===== src/design/midi_rx_pkg.sv =====
// Shared types and constants for the MIDI receive byte router.
// No dependencies; imported by midi_rx_classify, midi_receive_byte_router and the testbench.
package midi_rx_pkg;

  // Status byte values the router acts on
  localparam logic [7:0] BYTE_SYSEX_START = 8'hF0;
  localparam logic [7:0] BYTE_SYSEX_END   = 8'hF7;
  localparam logic [7:0] BYTE_CLOCK       = 8'hF8;
  localparam logic [7:0] BYTE_START       = 8'hFA;
  localparam logic [7:0] BYTE_CONTINUE    = 8'hFB;
  localparam logic [7:0] BYTE_STOP        = 8'hFC;

  // Configuration register indexes
  localparam int unsigned CFG_INDEX_W = 2;
  localparam logic [CFG_INDEX_W-1:0] CFG_CLOCK_RECEIVER     = 2'd0;
  localparam logic [CFG_INDEX_W-1:0] CFG_TRANSPORT_RECEIVER = 2'd1;

  typedef enum logic [1:0] {
    TEV_NONE     = 2'd0,
    TEV_START    = 2'd1,
    TEV_STOP     = 2'd2,
    TEV_CONTINUE = 2'd3
  } transport_event_t;

  typedef enum logic [2:0] {
    SX_NONE  = 3'd0,
    SX_BEGIN = 3'd1,
    SX_DATA  = 3'd2,
    SX_END   = 3'd3,
    SX_ABORT = 3'd4
  } sysex_event_t;

  typedef struct packed {
    logic clock_receiver;
    logic transport_receiver;
  } port_cfg_t;

  typedef struct packed {
    logic             forward_valid;
    logic [7:0]       forward_byte;
    logic             clock_tick;
    transport_event_t transport_event;
    sysex_event_t     sysex_event;
    logic             dropped_error;
  } rx_result_t;

endpackage


===== src/design/midi_rx_classify.sv =====
// Combinational classifier: decides what happens to one received byte.
// Depends on midi_rx_pkg.
module midi_rx_classify (
  input  logic [7:0]             rx_byte,
  input  logic [3:0]             error_flags,
  input  logic                   in_sysex,
  input  midi_rx_pkg::port_cfg_t cfg,
  output midi_rx_pkg::rx_result_t result,
  output logic                   in_sysex_next
);
  import midi_rx_pkg::*;

  always_comb begin
    result = '{forward_valid:   1'b0,
               forward_byte:    rx_byte,
               clock_tick:      1'b0,
               transport_event: TEV_NONE,
               sysex_event:     SX_NONE,
               dropped_error:   1'b0};
    in_sysex_next = in_sysex;

    priority if (error_flags != 4'd0) begin
      result.dropped_error = 1'b1;
      result.forward_byte  = 8'd0;
    end else if (rx_byte >= BYTE_CLOCK) begin
      // realtime never touches the sysex run
      if (rx_byte == BYTE_CLOCK) begin
        result.clock_tick = cfg.clock_receiver;
      end else if (cfg.transport_receiver) begin
        result.forward_valid = 1'b1;
        priority if (rx_byte == BYTE_START)    result.transport_event = TEV_START;
        else if (rx_byte == BYTE_STOP)         result.transport_event = TEV_STOP;
        else if (rx_byte == BYTE_CONTINUE)     result.transport_event = TEV_CONTINUE;
        else                                   result.transport_event = TEV_NONE;
      end
    end else if (in_sysex) begin
      if (rx_byte[7]) begin
        in_sysex_next = 1'b0;
        if (rx_byte == BYTE_SYSEX_END) begin
          result.sysex_event = SX_END;
        end else begin
          // any other status aborts the run and goes on to the buffer
          result.sysex_event   = SX_ABORT;
          result.forward_valid = 1'b1;
        end
      end else begin
        result.sysex_event = SX_DATA;
      end
    end else if (rx_byte == BYTE_SYSEX_START) begin
      in_sysex_next      = 1'b1;
      result.sysex_event = SX_BEGIN;
    end else begin
      result.forward_valid = 1'b1;
    end
  end

endmodule


===== src/design/midi_receive_byte_router.sv =====
// Top level of the MIDI receive byte router: config registers, sysex state,
// result register. Depends on midi_rx_pkg and midi_rx_classify.
//
// Usage:
//   Input channel (in_valid/in_ready): one received serial word per item,
//   rx_byte plus error_flags. Output channel (out_valid/out_ready): exactly
//   one result item per input item, in order.
//   Config channel (cfg_valid/cfg_ready): cfg_index 0 = clock_receiver,
//   1 = transport_receiver, bit 0 of cfg_data is stored; other indexes are
//   ignored. cfg_ready is always high. Write only while no item is in flight.
//   The result is registered: it appears in the cycle after the input is accepted.
//   Throughput: one item per cycle while out_ready is high; the classify logic and
//   the one-bit sysex state update both finish in the cycle the item is accepted.
//   Stall: the result register holds its item while out_ready is low; in_ready
//   stays high as long as that register is empty or being drained this cycle.
//   Reset (rst, synchronous): both config bits clear, the sysex run is closed
//   and the result register is emptied.
module midi_receive_byte_router (
  input  logic                               clk,
  input  logic                               rst,
  // config write
  input  logic                               cfg_valid,
  output logic                               cfg_ready,
  input  logic [midi_rx_pkg::CFG_INDEX_W-1:0] cfg_index,
  input  logic                               cfg_data,
  // received words
  input  logic                               in_valid,
  output logic                               in_ready,
  input  logic [7:0]                         rx_byte,
  input  logic [3:0]                         error_flags,
  // results
  output logic                               out_valid,
  input  logic                               out_ready,
  output logic                               forward_valid,
  output logic [7:0]                         forward_byte,
  output logic                               clock_tick,
  output logic [1:0]                         transport_event,
  output logic [2:0]                         sysex_event,
  output logic                               dropped_error
);
  import midi_rx_pkg::*;

  port_cfg_t  cfg;
  logic       in_sysex;
  logic       in_sysex_next;
  rx_result_t result_next;
  rx_result_t result;
  logic       in_accept;

  assign cfg_ready = 1'b1;
  assign in_ready  = !out_valid || out_ready;
  assign in_accept = in_valid && in_ready;

  always_ff @(posedge clk) begin
    if (rst) begin
      cfg <= '0;
    end else if (cfg_valid) begin
      if (cfg_index == CFG_CLOCK_RECEIVER) begin
        cfg.clock_receiver <= cfg_data;
      end else if (cfg_index == CFG_TRANSPORT_RECEIVER) begin
        cfg.transport_receiver <= cfg_data;
      end
    end
  end

  midi_rx_classify u_classify (
    .rx_byte       (rx_byte),
    .error_flags   (error_flags),
    .in_sysex      (in_sysex),
    .cfg           (cfg),
    .result        (result_next),
    .in_sysex_next (in_sysex_next)
  );

  always_ff @(posedge clk) begin
    if (rst) begin
      in_sysex  <= 1'b0;
      out_valid <= 1'b0;
    end else begin
      if (in_accept) begin
        in_sysex <= in_sysex_next;
      end
      if (in_accept) begin
        out_valid <= 1'b1;
      end else if (out_ready) begin
        out_valid <= 1'b0;
      end
    end
  end

  // payload needs no reset
  always_ff @(posedge clk) begin
    if (in_accept) begin
      result <= result_next;
    end
  end

  assign forward_valid   = result.forward_valid;
  assign forward_byte    = result.forward_byte;
  assign clock_tick      = result.clock_tick;
  assign transport_event = result.transport_event;
  assign sysex_event     = result.sysex_event;
  assign dropped_error   = result.dropped_error;

endmodule


===== config.mk =====
export PLATFORM = sky130hd
export DESIGN_NAME = midi_receive_byte_router
export DESIGN_NICKNAME = d
export VERILOG_FILES = /design/src/design/midi_rx_pkg.sv /design/src/design/midi_rx_classify.sv /design/src/design/midi_receive_byte_router.sv
export SDC_FILE = /design/constraint.sdc
export NUM_CORES = 1
export LEC_CHECK = 0
export ABC_AREA = 1
export BUFFER_PORTS_ARGS = -buffer_cell sky130_fd_sc_hd__buf_2
export CORE_MARGIN = 2
export CORE_UTILIZATION = 47
export CTS_CLUSTER_SIZE = 14
export DETAILED_ROUTE_END_ITERATION = 10
export PLACE_DENSITY = 0.78
export REMOVE_ABC_BUFFERS = 1
export SLEW_MARGIN = 40
export SYNTH_ARGS = -nofsm -noshare
export SYNTH_HDL_FRONTEND = slang
export SYNTH_HIERARCHICAL = 1
export SYNTH_SLANG_ARGS = --single-unit

===== constraint.sdc =====
create_clock -name clk -period 2.1 [get_ports clk]
set_input_delay 0.315 -clock clk [delete_from_list [all_inputs] [get_ports clk]]
set_output_delay 0.315 -clock clk [all_outputs]
set_load 0.1 [all_outputs]

==> impl_metrics.ini <==
[sta]
max_freq_ghz = 0.677
period_share_pct = 70.4
rsz0062_at_grt = false
finClkSkew_ns = 0.00719
fin_crit_ns = 1.48
hold_viol = 0
slew_viol_final = 0
fin_setup_tns_ns = 0
setup_viol = 0

[place]
place_hpwl_microns = 1400
portBuffers = 37
dp_cells = 172
dpl-instance-area_sq_um = 1210
place.gp.congestion = 0.842

[worst_setup_path]
worstPathArrival_ns = 1.16
max_stage_delay_ns = 0.43
cp.required_ns = 1.78
crit_path_start_kind = flip-flop
r2r.worst_path.cells = 9
r2r-end = in_sysex
path_class = flip-flop to output pin
regToRegSetupSlack_ns = 1.02
crit_chain = nand2_2 > buf_2
slowest_stage = buf_2
crit_path_max_fanout = 4
rr_startpoint = in_sysex
setup.worst_path.end_class = output pin

[cts]
cts_buffers = 3
postCtsHoldBufs = 0
cts-resized-gates = 0
clock-sinks = 20
clk_pin_slew_worst_paths_ns = 0.10
root_buffer = clkbuf_4
clock_path_buffers = 2
clk_latency_ns = 0.29
postCtsSetupRepairBufs = 0
cts_tree = done
htree_levels = 1

[yosys]
avgSynthCellArea_sq_um = 9.13
synth-simple-area-share_pct = 30.4
synth_top_family_by_area = simple AND/OR/NAND/NOR gates
synth-seq-cells = 20
yosys-top-cells-area = edfxtp_1 (48%), nor2_1 (8.3%), dfxtp_1 (8.1%)
synth_top_area_share_pct = 48.3
synth-xor-area-share_pct = 0
synthAdderAreaFrac_pct = 0
synth_compound_area_share_pct = 4.03
synth_cells = 109
syn-cell-area_sq_um = 995
yosysTopAreaCell = edfxtp_1
yosysUniqueCellTypes = 20
seq_area_frac_synth_pct = 56.4
muxShareOfSynthArea_pct = 0
ys_warn_count = 6

[final_layout]
stdcell_count = 176
layout_commonest_cell = buf_2
regArea_sq_um = 561
utilization_pct = 62.3
fin_area_sq_um = 1230
nets = 170
multiInputGateArea_sq_um = 347
drive_gt1_share_pct = 36.2
n_fill_cell = 175
final_cell_mix = buf_2 (37), nor2_1 (22), inv_1 (18), nand2_1 (18), edfxtp_1 (16)
area_growth_syn_to_layout_pct = 24.2
n_antenna_cell = 0

[floorplanning]
start_util_pct = 50.2
dieWidth_microns = 50.0
pin_count = 39
die_h_microns = 50.0
dieArea_sq_um = 2500
coreArea_sq_um = 1980
num_rows = 16

[pwr]
switchingPower_uw = 303
power.total_uw = 864
power.share.clock_pct = 20.8
powerDensity_nw_per_um2 = 700
peakVddDrop_uv = 465
p_leak_uw = 0.000600
internal_power_uw = 562
sw_frac_of_total_pct = 35.0
power_frac_seq_pct = 52.5
comb_power_share_pct = 26.7

[worst_hold_path]
hold_depth = 2
hold_class = primary input to flip-flop
worstHoldStart = rst
hold_end = out_valid

[detailed_routing]
dr.pass1.iters = 4
vias = 828
wl_per_cell_microns = 10.1
ant_nets = 0
drcViolationCount = 0
drt_iter0_drc = 23
routed_wl_microns = 1770
vias_per_cell = 4.70

[global_route]
antenna_found_initial = 0
grt-ovfl-total = 0
track_usage_pct = 16.1
grt_pass1_wl_microns = 3050
grt_max_degree = 17
grt_pass1_vias = 726

[outcome]
status = completed

[flow_run]
drv_cap = 0
-- sequential cells by signal, summed over array words and instances (netlist names) --
signal and flops:
cfg 2, clock_tick 1, dropped_error 1, forward_byte 8, forward_valid 1, in_sysex 1, out_valid 1, sysex_event 3
transport_event 2
-- synthesized netlist by cell type (all sizes together) --
library cell   n
a21oi          6
inv           19
conb           1
nand2         22
nand3          6
nand4          3
nand3b         1
buf            2
clkinv         1
dfxtp          4
o21ai          2
nor2          26
edfxtp        16
-- kinds of logic (layout without fill, tap and decap cells) --
logic type             count (synthesis)  count (layout)
flip-flops                            20              20
AND/OR/NAND/NOR                       58              58
AO/OA/AOI/OAI                          8               8
other                                  1               1
buffers and inverters                 22              62
-- power by group through the flow --
stage / sequential [uW] / combinational (uW) / clock, uW
finish: 454 / 231 / 180
global route: 456 / 244 / 202
CTS: 454 / 231 / 186
detailed placement: 463 / 231 / 0
global placement: 463 / 228 / 0
floorplan: 587 / 57.1 / 0
-- layout make-up --
type,count,area share (%)
flip-flops and latches,20,45.4
multi-input cells,67,28.1
repair buffers,38,15.6
inverters,20,6.08
well taps,27,2.74
clock buffers,4,2.13
-- through the flow --
stage          hold WS [ns]  setup WS [ns]
2_1_floorplan         0.384         0.0520
3_3_place_gp          0.474          0.591
3_5_place_dp          0.478          0.511
4_1_cts               0.173          0.616
5_1_grt               0.171          0.559
6_report              0.184          0.622
-- worst max-delay path by stage --
stage,startpoint,end,slack (ns)
CTS,out_valid,in_ready,0.62
finish,out_valid,in_ready,0.62
detailed placement,error_flags[3],in_sysex,0.51
global route,out_valid,in_ready,0.56
global placement,error_flags[3],in_sysex,0.59
floorplan,out_valid,clock_tick,0.05
-- worst max-delay path, delay by kind of cell, from the launching register on --
| family | cells | cell delay [ns] |
|---|---|---|
| buffers and inverters | 1 | 0.43 |
| DFF | 1 | 0.34 |
| and+or+nand+nor | 1 | 0.10 |
-- per-layer routing --
metal | global-route usage (%) | vias up | routed length [microns]
met4 | 5.56 | 0 | 0
met5 | 0 | - | 0
li1 | - | 424 | -
met3 | 3.94 | 0 | 142
met2 | 28.5 | 35 | 913
met1 | 18.6 | 369 | 714
Note: power is estimated with default switching activity, not from simulation.
